[config.mk]
export PLATFORM = sky130hd
export DESIGN_NAME = command_frame_checksum_encoder_core
export DESIGN_NICKNAME = d
export VERILOG_FILES = /design/src/rtl/core/cfce_pkg.sv /design/src/rtl/core/command_frame_checksum_encoder_core.sv /design/src/rtl/core/cfce_framer.sv /design/src/rtl/core/cfce_serializer.sv
export SDC_FILE = /design/constraint.sdc
export NUM_CORES = 1
export LEC_CHECK = 0
export BUFFER_PORTS_ARGS = -buffer_cell sky130_fd_sc_hd__buf_4
export CELL_PAD_IN_SITES_DETAIL_PLACEMENT = 0
export CELL_PAD_IN_SITES_GLOBAL_PLACEMENT = 1
export CORE_MARGIN = 2
export CORE_UTILIZATION = 42
export CTS_CLUSTER_SIZE = 16
export DETAILED_ROUTE_END_ITERATION = 10
export PLACE_DENSITY_LB_ADDON = 0.1
export SETUP_SLACK_MARGIN = 0.05
export SYNTH_ARGS = -nofsm -noshare
export SYNTH_HDL_FRONTEND = slang
export SYNTH_SLANG_ARGS = --single-unit
export TNS_END_PERCENT = 50
[constraint.sdc]
create_clock -name clk -period 5.3 [get_ports clk]
set_clock_uncertainty 0.05 [all_clocks]
set_input_delay 1.06 -clock clk [delete_from_list [all_inputs] [get_ports clk]]
set_output_delay 1.06 -clock clk [all_outputs]
set_load 0.03 [all_outputs]
[src/rtl/core/cfce_pkg.sv]
// types and constants shared by the command frame checksum encoder
// no dependencies

package cfce_pkg;

	// item kinds carried on the input tuser
	localparam logic CMD_HEADER = 1'b0;
	localparam logic CMD_PARAM  = 1'b1;

	// longest burst of frame bytes caused by one item
	localparam int BURST_MAX = 6;
	localparam int BURST_CW  = $clog2(BURST_MAX + 1);

	// frame byte count for the various bursts
	localparam logic [BURST_CW-1:0] CNT_NONE     = BURST_CW'(0);
	localparam logic [BURST_CW-1:0] CNT_PARAM    = BURST_CW'(1);
	localparam logic [BURST_CW-1:0] CNT_PARAM_CK = BURST_CW'(3);
	localparam logic [BURST_CW-1:0] CNT_HDR      = BURST_CW'(4);
	localparam logic [BURST_CW-1:0] CNT_HDR_CK   = BURST_CW'(6);

	// length field counts the two opcode bytes
	localparam logic [15:0] LEN_OVERHEAD = 16'd2;

	// bytes of one item, in wire order from index 0
	typedef struct packed {
		logic [BURST_MAX-1:0][7:0] bytes;
		logic [BURST_CW-1:0]       count;
		logic                      has_ck;
	} burst_t;

endpackage

[src/rtl/core/command_frame_checksum_encoder_core.sv]
// top level of the command frame checksum encoder
// depends on cfce_pkg, cfce_framer, cfce_serializer

// Builds a length-prefixed command frame as a byte stream. A header item
// (tuser 0) emits the length (count + 2) and the opcode, little-endian; each
// parameter item (tuser 1) passes its byte; after the last parameter, or right
// after a header with count zero, the two checksum bytes follow, the second
// with tlast. The checksum is the negated 16-bit sum of the frame read as
// little-endian words. Parameter items with no frame open are taken and
// dropped. Counts above MAX_PARAM_BYTES are clipped. An item is taken in the
// same cycle the output register hands over its final byte, so parameter
// bytes stream at one per cycle while the receiver is ready; a header occupies
// the one-byte output port for 4 bytes (6 with an empty frame) and the last
// parameter for 3 bytes. Results appear in the cycle after the input transfer.

module command_frame_checksum_encoder_core #(
	parameter int MAX_PARAM_BYTES = 64
) (
	input  logic        clk,
	input  logic        arst_n,
	input  logic        s_tvalid,
	output logic        s_tready,
	input  logic [31:0] s_tdata,   // opcode [15:0], param_count [22:16], param_byte [30:23]
	input  logic        s_tuser,   // cmd [0]
	output logic        m_tvalid,
	input  logic        m_tready,
	output logic [7:0]  m_tdata,   // out_byte [7:0]
	output logic        m_tlast
);
	import cfce_pkg::*;

	logic   accept;
	burst_t burst;

	assign accept = s_tvalid && s_tready;

	// frame state and burst construction
	cfce_framer #(
		.MAX_PARAM_BYTES(MAX_PARAM_BYTES)
	) u_framer (
		.clk        (clk),
		.arst_n     (arst_n),
		.accept     (accept),
		.cmd        (s_tuser),
		.opcode     (s_tdata[15:0]),
		.param_count(s_tdata[22:16]),
		.param_byte (s_tdata[30:23]),
		.burst      (burst)
	);

	// byte-wide output stage
	cfce_serializer u_ser (
		.clk     (clk),
		.arst_n  (arst_n),
		.load    (accept),
		.burst   (burst),
		.can_load(s_tready),
		.m_tvalid(m_tvalid),
		.m_tready(m_tready),
		.m_tdata (m_tdata),
		.m_tlast (m_tlast)
	);

endmodule

[src/rtl/core/cfce_framer.sv]
// frame state and per-item burst builder: length, opcode, checksum
// depends on cfce_pkg

module cfce_framer #(
	parameter int MAX_PARAM_BYTES = 64
) (
	input  logic            clk,
	input  logic            arst_n,
	input  logic            accept,
	input  logic            cmd,
	input  logic [15:0]     opcode,
	input  logic [6:0]      param_count,
	input  logic [7:0]      param_byte,
	output cfce_pkg::burst_t burst
);
	import cfce_pkg::*;

	// counts above this cannot reach the 7-bit count field
	localparam int SAT   = (MAX_PARAM_BYTES > 127) ? 127 : MAX_PARAM_BYTES;
	localparam int CNT_W = (SAT < 2) ? 1 : $clog2(SAT + 1);

	logic             open_q;
	logic [CNT_W-1:0] left_q;
	logic [15:0]      sum_q;
	logic             odd_q;

	logic [6:0]       cnt_sat;
	logic [15:0]      len;
	logic [15:0]      sum_h;
	logic [15:0]      ck_h;
	logic [15:0]      add_p;
	logic [15:0]      sum_p;
	logic [15:0]      ck_p;
	logic [CNT_W-1:0] left_dec;
	logic             done_p;

	// header arithmetic: length word plus opcode word
	always_comb begin
		cnt_sat = (32'(param_count) > SAT) ? 7'(SAT) : param_count;
		len     = 16'(cnt_sat) + LEN_OVERHEAD;
		sum_h   = len + opcode;
		ck_h    = 16'd0 - sum_h;
	end

	// parameter arithmetic: byte lands in the low or high half of a word
	always_comb begin
		add_p    = odd_q ? {param_byte, 8'h00} : {8'h00, param_byte};
		sum_p    = sum_q + add_p;
		ck_p     = 16'd0 - sum_p;
		left_dec = left_q - CNT_W'(1);
		done_p   = (left_dec == '0);
	end

	// bytes caused by the current item
	always_comb begin
		burst = '0;
		if (cmd == CMD_HEADER) begin
			burst.bytes[0] = len[7:0];
			burst.bytes[1] = len[15:8];
			burst.bytes[2] = opcode[7:0];
			burst.bytes[3] = opcode[15:8];
			burst.bytes[4] = ck_h[7:0];
			burst.bytes[5] = ck_h[15:8];
			burst.has_ck   = (cnt_sat == 7'd0);
			burst.count    = burst.has_ck ? CNT_HDR_CK : CNT_HDR;
		end else if (open_q) begin
			burst.bytes[0] = param_byte;
			burst.bytes[1] = ck_p[7:0];
			burst.bytes[2] = ck_p[15:8];
			burst.has_ck   = done_p;
			burst.count    = done_p ? CNT_PARAM_CK : CNT_PARAM;
		end else begin
			burst.count = CNT_NONE;
		end
	end

	// frame state, updated on header transfers and on parameter transfers into an open frame
	always_ff @(posedge clk or negedge arst_n) begin
		if (!arst_n) begin
			open_q <= 1'b0;
			left_q <= '0;
			sum_q  <= '0;
			odd_q  <= 1'b0;
		end else if (accept) begin
			if (cmd == CMD_HEADER) begin
				open_q <= (cnt_sat != 7'd0);
				left_q <= cnt_sat[CNT_W-1:0];
				sum_q  <= (cnt_sat != 7'd0) ? sum_h : 16'd0;
				odd_q  <= 1'b0;
			end else if (open_q) begin
				open_q <= !done_p;
				left_q <= left_dec;
				sum_q  <= done_p ? 16'd0 : sum_p;
				odd_q  <= done_p ? 1'b0 : !odd_q;
			end
		end
	end

endmodule

[src/rtl/core/cfce_serializer.sv]
// output register that plays out one burst a byte per transfer
// depends on cfce_pkg

module cfce_serializer (
	input  logic             clk,
	input  logic             arst_n,
	input  logic             load,
	input  cfce_pkg::burst_t burst,
	output logic             can_load,
	output logic             m_tvalid,
	input  logic             m_tready,
	output logic [7:0]       m_tdata,  // out_byte [7:0]
	output logic             m_tlast
);
	import cfce_pkg::*;

	logic [BURST_MAX-1:0][7:0] bytes_s1;
	logic [BURST_CW-1:0]       cnt_q;
	logic                      ck_q;
	logic                      xfer;

	assign xfer     = m_tvalid && m_tready;
	assign m_tvalid = (cnt_q != CNT_NONE);
	assign m_tdata  = bytes_s1[0];
	assign m_tlast  = ck_q && (cnt_q == CNT_PARAM);
	// free now, or giving away its final byte in this cycle
	assign can_load = (cnt_q == CNT_NONE) || ((cnt_q == CNT_PARAM) && m_tready);

	// remaining byte count and checksum flag
	always_ff @(posedge clk or negedge arst_n) begin
		if (!arst_n) begin
			cnt_q <= CNT_NONE;
			ck_q  <= 1'b0;
		end else if (load) begin
			cnt_q <= burst.count;
			ck_q  <= burst.has_ck;
		end else if (xfer) begin
			cnt_q <= cnt_q - BURST_CW'(1);
		end
	end

	// byte shift register, head is on the wire
	always_ff @(posedge clk) begin
		if (load) begin
			bytes_s1 <= burst.bytes;
		end else if (xfer) begin
			bytes_s1 <= {8'h00, bytes_s1[BURST_MAX-1:1]};
		end
	end

endmodule

### After elaboration in Yosys (flattened, before gate mapping)

Index checks and enable logic that the tools add are counted.

* $lt $le $gt $ge: 1
* $add $sub $neg: 7
* mux-type cells: 24
* reductions and logical operators: 14
* equality and inequality tests: 2

Operators with widths (count)
* 48-bit 2-to-1 mux: 2
* 16-bit 2-to-1 mux: 5
* 24-bit 2-to-1 mux: 2
* 16-bit adder: 2
* 1-bit by 16-bit subtractor with 16-bit output (first input constant): 2
* 28-bit 2-to-1 mux: 1
* 7-bit 2-to-1 mux: 3
* 7-bit zero test: 2
* 3-bit 2-to-1 mux: 3
* 7-bit by 2-bit adder with 8-bit output (second input constant): 1
* 7-bit > comparator (second input constant): 1
* 7-bit nonzero test: 1
* 7-bit by 1-bit subtractor with 7-bit output (second input constant): 1
* 1-bit 2-to-1 mux: 6
* 1-bit logical AND: 4
* 2-bit 2-to-1 mux: 2
* 3-bit by 1-bit equality test with 1-bit output (second input constant): 1
* 3-bit zero test: 1
* 3-bit nonzero test: 1
* 3-bit by 1-bit subtractor with 3-bit output (second input constant): 1
* 1-bit zero test: 2
* 2-bit by 1-bit inequality test with 1-bit output (second input constant): 1
* 2-bit AND reduction: 1
* 2-bit nonzero test: 1
* 1-bit logical OR: 1

* bits in registers: 77
* output and inout bits: 11
* bits of input ports: 37
* logic and storage cells: 60

### Logic depth before layout (Yosys ltp)

Gate-level depths: netlist (run 1).

* depth in word-level cells: 7
* gate-level depth with buffers: 17
* depth with buffers taken out: 16

### Modules after synthesis

From an unflattened synthesis (run 1), not the netlist that was laid out.

* cells, all modules: 653
* area, all modules: 6344.8 µm²

By module, submodules not included
* cfce_framer: area each 3957.5 µm², times used 1, seq. area each 625.6 µm², cells an instance 512
* cfce_serializer: area each 2381.0 µm², times used 1, seq. area each 1541.5 µm², cells an instance 140
* command_frame_checksum_encoder_core: area each 6.3 µm², times used 1, seq. area each 0.0 µm², cells an instance 1

### Worst setup path before layout (run 1)

Ideal clock, no wire load.

* path type: in2reg
* start: input s_tdata[22]
* end: register u_ser.bytes_s1[47] (netlist bit), data pin
* path slack: 0.956 ns
* path buffers: 1
* setup time: 0.265 ns
* data arrival time: 4.029 ns
* required time: 4.985 ns
* stages on the path: 17
* cell sequence: clkbuf_1 -> nand2b_1 -> inv_1 -> ha_1 -> nand3_1 -> xor2_1 -> nor2_1 -> ha_1 -> o21ai_0 -> a21boi_0 -> o41ai_2 -> a211oi_1 -> xnor2_2 -> nand4_1 -> nor4_2 -> xnor2_1 -> nor2_1

* word-level cells in the longest chain between the ends: 7

Ends and longest elaborated chain
* start, declared: line command_frame_checksum_encoder_core.sv:23 `input logic [31:0] s_tdata,`
* 7-bit > comparator: line cfce_framer.sv:39 `cnt_sat = (32'(param_count) > SAT) ? 7'(SAT) : param_count;`
* 7-bit 2-to-1 mux (*): line cfce_framer.sv:39
* 7-bit by 2-bit adder with 8-bit output (*): line cfce_framer.sv:40 `len = 16'(cnt_sat) + LEN_OVERHEAD;`
* 16-bit adder (*): line cfce_framer.sv:41 `sum_h = len + opcode;`
* 1-bit by 16-bit subtractor with 16-bit output (*): line cfce_framer.sv:42 `ck_h = 16'd0 - sum_h;`
* 24-bit 2-to-1 mux (*): line cfce_framer.sv:57 `if (cmd == CMD_HEADER) begin`
* 48-bit 2-to-1 mux (*): line cfce_serializer.sv:44 `if (load) begin`
* end signal, assigned: line cfce_serializer.sv:45 `bytes_s1 <= burst.bytes;`
* end signal, assigned: line cfce_serializer.sv:47 `bytes_s1 <= {8'h00, bytes_s1[BURST_MAX-1:1]};`
* end, declared: line cfce_serializer.sv:17 `logic [BURST_MAX-1:0][7:0] bytes_s1;`

Mark *: on every way between the ends. The rest lies on a longest branch, timed or not.
A chain may end at the register's enable or synchronous reset.

### Worst setup path after layout (run 1)

* start: input s_tdata[22]
* end: register u_ser.bytes_s1[44] (netlist bit), data pin

Same word-level chain as after synthesis.

==> summary.md, run 1 <==
| Metric | Value |
|---|---|
| Worst-case hold slack | between 0.4 and 0.5 ns |
| Final period util | 0.845 |
| Met1 usage | 0.337 |
| Final Setup Violations | 0 |
| CP Max Fanout | 11 |
| Crit path depth | 16 |
| Met2 Use GR | 0.371 |
| CTS tree | built |
| Share of cells above drive strength 1 | 0.143 |
| Num ports | between 40 and 50 |
| Final Hold Viols | 0 |
| H-tree depth | 3 |
| Most used DFF post-synth | edfxtp_1 |
| Slew @ Worst Pin | about 1.1 ns |
| Unrepaired setup endpoints after global routing | false |
| Final WL | ~16 mm |
| DR WL/cell | slightly below 20 um |
| Share of Yosys cell area claimed by the top area cell type | 0.256 |
| Min-Delay Path Class | flop to flop |
| Flops & latches, synth | 77 |
| Ys Warns | 0 |
| Setup Fix Bufs, Post-CTS | 0 |
| DRC | 0 |
| Layout fillers | approximately 1300 |
| IO Port Bufs | 46 |
| Max_cap viols | 0 |
| Core area | 13200 sq um |
| Slew Limit Headroom | 0.266 |
| Syn Area/Cell | 9.02 sq um |
| Final Max Tran Viols | 0 |
| Outcome | finished clean |
| FF-to-FF setup slack | 1.12 ns |
| CP endpoint kind | flop |
| DR vias/cell | approximately 5.7 |
| WP data required | roughly 5.4 ns |
| Vias after detailed routing | about 4700 |
| GPL Wtd Cong | between 0.8 and 0.9 |
| Clk_lat worst skew | 0.35 ns |
| TritonRoute pass-1 iters | 5 |
| Syn Nets | between 600 and 700 |
| GRT overflow | 0 |
| Reg-to-reg critical path startpoint | u_framer.odd_q |
| Crit path buf inv count | 2 |
| CTS Sinks | between 70 and 80 |
| Worst reg2reg path depth | 13 |
| CTS Buffer Depth | 2 |
| Worst VDD drop | around 180 uV |
| Tot GR Track Use | 0.240 |
| Met3 Usage GRT | 0.0485 |
| Hold_sp | u_framer.left_q[6] |
| Die Width | about 120 um |
| Iter 0 DRT Violations | about 330 |
| Post-CTS sizing | 0 |
| Grt peak-use layer | met2 |
| Clk slew on worst S/H paths | ~0.060 ns |
| Root Buffer | clkbuf_16 |
| Synth area leaders | edfxtp_1 26%, dfrtp_1 13%, ha_1 6.9% |
| Critical-path cell list | buf_4 > nand2b_1 > inv_1 > ha_1 > nand3_1 > xor2_1 > nor2_1 > ha_1 > o21ai_0 > a21boi_0 > o41ai_2 > a21oi_1 > xnor2_2 > nand4_1 > or3_1 > a21oi_1 |
| Area grow syn2layout | 12.8% |
| Rows | 42 |
| Largest stage delay on the critical path | 0.42 ns |
| CP Data Arrival Time | roughly 4.6 ns |
| CP Class | input port to flop |
| Synth cell types | 67 |
| Slowest-stage cell, CP | or3_1 |
| Num CTS Buffers | 9 |
| Die area | about 14000 sq um |
| Hold-critical path depth | 2 |
| Remaining antenna violation count | 0 |
| Area leader, netlist | edfxtp_1 |
| Initial antenna violation count | 0 |
| Initial Utilization | 0.427 |
| Chip Height | roughly 120 um |
| First-pass GRT wire length | 25.8 mm |
| Async SR Flop Fraction | 0.377 |
| Largest net degree at the start of global routing | between 40 and 50 |
| Crit path capture | u_ser.bytes_s1[44] |
| CP delay by family, top | simple AND/OR/NAND/NOR gates |
| Setup TNS | 0 ns |
| Top achievable clock speed | between 0.2 and 0.25 GHz |
| Leakage | roughly 0.0026 uW |
| PwrDens | 525 nW/um^2 |
| Reg2reg end | u_ser.bytes_s1[22] |
| Min Tclk post-route | around 4.5 ns |
| HPWL Detailed | 12.3 mm |
| Crit start category | input port |
| Mapped Area | between 5000 and 6000 sq um |
| Sequential share of the synthesized area | 0.385 |
| Vias in the first global route | ~4500 |
| CTS Hold Bufs | 0 |
| Number of synthesized flops with an enable pin | 48 |
| Diode count | 0 |
| Post-layout nets | 723 |
| Crit. Startpoint | s_tdata[22] |
| Synthesized instance count | 624 |
==> through the flow <==
step	utilization	setup slack, ns	std cells	cell area (sq um)	power (uW)
final	0.481	0.820	834	6350	3330
after detailed placement	0.461	0.503	818	6080	2740
after global routing	0.481	0.512	834	6350	3580
after floorplan	-	0.956	624	5630	2270
after global placement	0.461	0.593	818	6080	2710
after CTS	0.481	0.880	834	6350	3330
==> synth_stat cells (4+ instances only) <==
master	number
inv_1	19
nor2_1	59
nand3_1	14
edfxtp_1	48
o221ai_1	6
a21o_1	6
nand4_1	7
xor2_1	22
dfrtp_1	29
mux2i_1	4
a211oi_1	4
and2_1	11
nand2b_1	5
and3_1	7
ha_1	31
nor2b_1	14
nor3_1	13
o211ai_1	4
nand2_1	78
a221oi_1	8
a21oi_1	39
or3_1	4
a22oi_1	4
xnor2_1	28
o22ai_1	8
buf_4	8
o21a_1	10
clkbuf_1	24
o21ai_0	50
==> power breakdown <==
group          total, uW  internal (uW)  switching [uW]
Combinational       1730            642            1090
Clock                578            316             262
Sequential          1020            892             129
==> state kept, by name, summed over array words and instances (netlist names) <==
name / count
u_ser.m_tdata: 8
u_ser.cnt_q: 3
u_framer.left_q: 7
u_ser.bytes_s1: 40
u_framer.sum_q: 16
u_ser.ck_q: 1
u_framer.open_q: 1
u_framer.odd_q: 1
==> how the worst min path moves through the flow <==
stage                                     to
after floorplan           u_framer.sum_q[12]
after global placement    u_framer.sum_q[12]
after detailed placement  u_framer.left_q[6]
after CTS                 u_framer.left_q[6]
after global routing       u_framer.sum_q[2]
final                     u_framer.left_q[6]
==> cells in the final DEF (no fill, tap or decap), types with 9 or more instances in the layout <==
master	count
buf_4	51
o21ai_0	50
edfxtp_1	48
dfrtp_1	29
o21a_1	10
xor2_1	22
nor2_1	59
ha_1	31
clkbuf_16	9
inv_1	18
a21oi_1	39
nand3_1	14
nor3_1	13
xnor2_1	28
nor2b_1	14
nand2_1	77
and2_1	11
==> logic make-up after synthesis <==
group | share of synthesized area
buf+inv | 0.0400
flops | 0.385
simple gates | 0.204
fa+ha+maj | 0.0760
compound gates | 0.197
mux | 0.00711
other cells | 0.000666
xor+xnor | 0.0894
==> metal layers <==
layer / up-vias / routed length, um
met3: 17 / 792
met2: 122 / 7440
li1: 2302 / -
met4: 0 / 335
met5: - / 0
met1: 2285 / 7840
==> worst min-delay path: stages (launching register included) <==
cell	delay, ns
dfrtp_1	0.35
nand2_1	0.05
o21ai_0	0.06
==> final cells by class <==
class                      count  area, sq um  share of cell area
sequential                    77         2170               0.341
inverter                      19         71.3              0.0112
multi-input combinational    495         3240               0.510
tap                          176          220              0.0347
clock inverter                 6         40.0             0.00631
clock buffer                  10          229              0.0361
timing repair buffer          51          383              0.0603
Power figures use the tool's default switching activity.
==> run 2, diff against run 1 <==
==> constraint.sdc (replaced) <==
create_clock -name clk -period 4.6 [get_ports clk]
set_clock_uncertainty 0.05 [all_clocks]
set_input_delay 0.92 -clock clk [delete_from_list [all_inputs] [get_ports clk]]
set_output_delay 0.92 -clock clk [all_outputs]
set_load 0.03 [all_outputs]
==> summary.md, run 2 (synthesized netlist as in run 1, its figures left out) <==
| Metric | Value |
|---|---|
| Most frequent cells in the layout | 77 x nand2_1, 59 x nor2_1, 59 x buf_4 |
| Leakage | 0.00264 uW (+2.7%) |
| Tot GR Track Use | 0.236 (-0.00361) |
| Post-CTS sizing | 0 (unchanged) |
| Setup ws final | 0.507 ns (-0.313 ns) |
| Die area | 14300 sq um (unchanged) |
| Max_cap viols | 0 (unchanged) |
| Initial Utilization | 0.427 (unchanged) |
| CP delay by family, top | simple AND/OR/NAND/NOR gates |
| DRC | 0 (unchanged) |
| Remaining antenna violation count | 0 (unchanged) |
| Setup WS pre-CTS | 0.188 ns (-0.315 ns) |
| Top achievable clock speed | 0.244 GHz |
| Slew @ Worst Pin | 1.24 ns (+0.137 ns) |
| Setup Fix Bufs, Post-CTS | 0 (unchanged) |
| Min-Delay Path Class | input port to async pin |
| Crit path buf inv count | 2 (unchanged) |
| CTS Buffer Depth | 2 (unchanged) |
| CP Class | input port to flop |
| DR WL/cell | 19.2 um (-2.2%) |
| GRT overflow | 0 (unchanged) |
| Commonest non-fill, non-tap cell in the layout | nand2_1 |
| FF-to-FF setup slack | 0.71 ns (-0.41 ns) |
| CTS tree | built |
| Core area | 13200 sq um (unchanged) |
| Slew Limit Headroom | 0.169 (-0.0969) |
| Switching Fraction | 0.423 (-0.0215) |
| CTS Sinks | 77 (unchanged) |
| Slowest-stage cell, CP | a211oi_1 |
| Clock power share | 0.198 (+0.024) |
| Area grow syn2layout | 14.9% |
| Clk slew on worst S/H paths | 0.06 ns (about the same) |
| Vias after detailed routing | 4742 (+0.34%) |
| Psw | 1680 uW (+13%) |
| Setup TNS | 0 ns (unchanged) |
| Initial antenna violation count | 1 (+1) |
| DR vias/cell | 5.63 (-0.73%) |
| Most flop-heavy register | u_ser.bytes_s1 |
| GPL Wtd Cong | 0.895 (+0.25%) |
| Share of power burned in registers | 0.295 (-0.012) |
| CP endpoint kind | flop |
| Critical-path cell list | buf_4 > nand2b_1 > inv_1 > ha_1 > nand3_1 > xor2_1 > nor2_1 > ha_1 > o21ai_0 > a21boi_0 > o41ai_2 > a211oi_1 > xnor2_2 > nand4_1 > nor4_2 > xnor2_1 > nor2_1 |
| Iter 0 DRT Violations | 395 (+20%) |
| CP Max Fanout | 11 (unchanged) |
| Largest register FFs | 40 (unchanged) |
| Root Buffer | clkbuf_16 |
| HPWL Detailed | 12.3 mm (-0.16%) |
| Die Width | 120 um (unchanged) |
| Num CTS Buffers | 9 (unchanged) |
| Final Hold Viols | 0 (unchanged) |
| Min Tclk post-route | just over 4 ns |
| WP data required | 4.64 ns (-0.79 ns) |
| Worst VDD drop | 278 uV (+53%) |
| Chip Height | 120 um (unchanged) |
| Final WL | 16.2 mm (-1.1%) |
| Cell Int Power | 2280 uW (+24%) |
| Outcome | finished clean |
| Num ports | 48 (unchanged) |
| Post-layout util | 0.490 (+0.00892) |
| Share of cells above drive strength 1 | 0.156 (+0.0133) |
| Largest stage delay on the critical path | 0.35 ns (-0.07 ns) |
| Final Setup Violations | 0 (unchanged) |
| H-tree depth | 3 (unchanged) |
| Vias in the first global route | 4503 (-0.62%) |
| CTS Hold Bufs | 0 (unchanged) |
| Final non-filler cell total | 843 (+1.1%) |
| Final Max Tran Viols | 0 (unchanged) |
| TritonRoute pass-1 iters | 5 (unchanged) |
| Cell total after placement | 826 (+0.98%) |
| IO Port Bufs | 46 (unchanged) |
| Unrepaired setup endpoints after global routing | false |
| Rows | 42 (unchanged) |
| Combinational power share | 0.507 (-0.013) |
| PwrDens | 612 nW/um^2 (+17%) |
| CP Data Arrival Time | 4.13 ns (-0.48 ns) |
| Clk_lat worst skew | 0.35 ns (about the same) |
| First-pass GRT wire length | 25.5 mm (-1.3%) |
| Final period util | 0.890 |
| Post-layout nets | 731 (+1.1%) |
| Power Total | 3960 uW (+19%) |
| Largest net degree at the start of global routing | 50 (+2.0%) |
| Crit start category | input port |
run 2: cell count changes in the layout (fill, tap and decap cells not counted):
cell        before  now
diode_2          0    1
clkinvlp_4       3    1
clkinv_1         1    0
buf_4           51   59
clkinvlp_2       0    1
bufinv_16        0    2
clkbuf_1         1    0
inv_6            0    1
clkinv_4         1    2
clkinv_2         1    0
run 2: final cells by class:
cell class	instances	area, sq um
diodes	1	2.50
multi-input cells	495	3240
clock buffers	9	225
well taps	176	220
inverters	19	71.3
repair buffers	59	443
fillers	1266	6720
clock inverters	7	98.8
flip-flops and latches	77	2170
run 2: path summary, 6_finish.rpt:
check,to,from,cells past startpoint
hold / removal,u_ser.cnt_q[2],arst_n,1
setup reg to reg,u_ser.bytes_s1[23],u_framer.odd_q,13
max in group asynchronous,u_framer.sum_q[6],arst_n,1
setup / recovery,u_ser.bytes_s1[47],s_tdata[22],17
hold reg to reg,u_framer.sum_q[9],u_framer.sum_q[9],1
min in group clk,u_framer.sum_q[9],u_framer.sum_q[9],1
run 2: power groups by stage:
stage / clock [uW] / sequential (uW) / combinational [uW]
global placement: 0 / 1180 / 1970
floorplan: 0 / 1130 / 1490
finish: 786 / 1170 / 2010
global route: 828 / 1200 / 2220
CTS: 799 / 1170 / 2000
detailed placement: 0 / 1180 / 1990
run 2: metrics by stage:
stage                     instance area [sq um]  hold WS [ns]
final                                      6470         0.447
after floorplan                            5630         0.406
after CTS                                  6460         0.454
after global routing                       6460         0.461
after global placement                     6140         0.430
after detailed placement                   6140         0.437
run 2: layer usage:
layer  global-route usage  wire [um]  up-vias
li1                     -          -     2328
met1                0.333       7370     2272
met2                0.372       7640      121
met3               0.0356        900       21
met4               0.0809        307        0
met5                    0          0        -
==> run 3, diff against run 2 <==
==> constraint.sdc (replaced) <==
create_clock -name clk -period 4.1 [get_ports clk]
set_clock_uncertainty 0.05 [all_clocks]
set_input_delay 0.82 -clock clk [delete_from_list [all_inputs] [get_ports clk]]
set_output_delay 0.82 -clock clk [all_outputs]
set_load 0.03 [all_outputs]
==> summary.md, run 3 (synthesized netlist as in run 1, its figures left out) <==
| Metric | Value |
|---|---|
| Outcome | finished clean |
| Setup Fix Bufs, Post-CTS | 0 (unchanged) |
| Tot GR Track Use | 0.238 (+0.00196) |
| Most flop-heavy register | u_ser.bytes_s1 |
| Clk_lat worst skew | 0.35 ns (about the same) |
| Worst VDD drop | 234 uV (-16%) |
| CP Max Fanout | 4 (-7) |
| Post-layout nets | 752 (+2.9%) |
| HPWL Detailed | 12.7 mm (+2.9%) |
| Most frequent cells in the layout | 80 x buf_4, 77 x nand2_1, 59 x nor2_1 |
| Root Buffer | clkbuf_16 |
| TritonRoute pass-1 iters | 5 (unchanged) |
| Diode count | 0 (-1) |
| Top achievable clock speed | between 0.2 and 0.3 GHz |
| Slew @ Worst Pin | 1.10 ns (-0.137 ns) |
| Largest net degree at the start of global routing | 49 (-2.0%) |
| Min-Delay Path Class | input port to async pin |
| Core area | 13200 sq um (unchanged) |
| Initial antenna violation count | 0 (-1) |
| Slew Limit Headroom | 0.266 (+0.0971) |
| Unrepaired setup endpoints after global routing | false |
| Die Width | 120 um (unchanged) |
| Num CTS Buffers | 9 (unchanged) |
| Largest register FFs | 40 (unchanged) |
| Iter 0 DRT Violations | 322 (-18%) |
| H-tree depth | 3 (unchanged) |
| Power Total | 4560 uW (+15%) |
| Remaining antenna violation count | 0 (unchanged) |
| GPL Wtd Cong | 0.901 (+0.65%) |
| Leakage | 0.00274 uW (+3.7%) |
| Commonest non-fill, non-tap cell in the layout | buf_4 |
| Chip Height | 120 um (unchanged) |
| Clk slew on worst S/H paths | 0.07 ns (about the same) |
| Final Setup Violations | 0 (unchanged) |
| First-pass GRT wire length | 25.8 mm (+1.0%) |
| Vias in the first global route | 4609 (+2.4%) |
| Initial Utilization | 0.427 (unchanged) |
| Register area | 2170 sq um (unchanged) |
| Final Hold Viols | 0 (unchanged) |
| Num ports | 48 (unchanged) |
| Setup TNS | 0 ns (unchanged) |
| Max_cap viols | 0 (unchanged) |
| DR vias/cell | 5.63 (about the same) |
| CTS Hold Bufs | 0 (unchanged) |
| Min Tclk post-route | roughly 3.8 ns |
| Area grow syn2layout | 17.7% |
| GRT overflow | 0 (unchanged) |
| Final WL | 16.5 mm (+2.0%) |
| CTS Buffer Depth | 2 (unchanged) |
| CP endpoint kind | flop |
| Rows | 42 (unchanged) |
| CP Class | input port to flop |
| DR WL/cell | 19.2 um (-0.38%) |
| Vias after detailed routing | 4857 (+2.4%) |
| Die area | 14300 sq um (unchanged) |
| Met2 Use GR | 0.384 (+0.0125) |
| CTS Sinks | 77 (unchanged) |
| PwrDens | 688 nW/um^2 (+12%) |
| Layout fillers | 1265 (-0.079%) |
| Crit start category | input port |
| DRC | 0 (unchanged) |
| Grt peak-use layer | met2 |
| CP Data Arrival Time | 3.80 ns (-0.33 ns) |
| WP data required | 4.13 ns (-0.51 ns) |
| Final Max Tran Viols | 0 (unchanged) |
| Met1 usage | 0.320 (-0.0133) |
| Met3 Usage GRT | 0.0456 (+0.00998) |
| Setup WS pre-CTS | -0.0472 ns (-0.235 ns) |
| IO Port Bufs | 46 (unchanged) |
| Setup ws final | 0.329 ns (-0.179 ns) |
| Share of cells above drive strength 1 | 0.188 (+0.0316) |
| Final period util | 0.920 |
| Multi-input logic area | 3260 sq um (+0.66%) |
| CTS tree | built |
[run 3: final cells by class]
| type | count | share of cell area |
|---|---|---|
| well taps | 176 | 0.0332 |
| clock inverters | 7 | 0.0123 |
| multi-input cells | 495 | 0.492 |
| flip-flops and latches | 77 | 0.327 |
| repair buffers | 80 | 0.0906 |
| clock buffers | 9 | 0.0340 |
| inverters | 19 | 0.0108 |
[run 3: worst max-delay path: stages]
cell and delay (ns):
buf_4 0.10, nor2b_1 0.13, ha_1 0.20, inv_1 0.06
fa_1 0.39, nand2b_1 0.18, a211oi_1 0.38, nor2_1 0.14
xnor2_1 0.26, nor4_4 0.33, nand4_2 0.20, nor4_2 0.32
xnor2_1 0.17, o22ai_1 0.11
[run 3: timing repair]
item | 4_1_cts | 5_1_grt
gates resized for setup | 0 | 2
endpoints found under the hold margin | 0 | 0
setup endpoints to repair | 0 | 1
[run 3: final timing paths]
check	startpoint	endpoint	slack, ns	cells past startpoint
min in group clk	u_framer.sum_q[12]	u_framer.sum_q[12]	0.45	2
worst max register to register	u_framer.odd_q	u_ser.bytes_s1[23]	0.45	13
max in group asynchronous	arst_n	u_framer.sum_q[13]	3.35	1
worst min register to register	u_framer.sum_q[12]	u_framer.sum_q[12]	0.45	2
worst max-delay path	s_tdata[23]	u_ser.bytes_s1[23]	0.33	14
worst min-delay path	arst_n	u_ser.cnt_q[0]	0.35	1
[run 3: through the flow]
stage                     utilization  instance area (sq um)  instances  hold WS [ns]
after detailed placement        0.478                   6310        847         0.433
after CTS                       0.502                   6620        863         0.359
final                           0.502                   6630        863         0.353
after global placement          0.478                   6310        847         0.428
after floorplan                     -                   5640        624         0.406
after global routing            0.502                   6630        863         0.374
[run 3: metal layers]
metal,vias to the layer above,share of wire
li1,2362,-
met1,2351,0.47
met2,117,0.46
met3,27,0.037
met4,0,0.027
met5,-,0
[run 3: where the power goes]
part / internal (uW) / total, uW / switching, uW
sequential: 1150 / 1310 / 158
clock: 480 / 841 / 361
combinational: 964 / 2400 / 1440
total: 2600 / 4560 / 1960
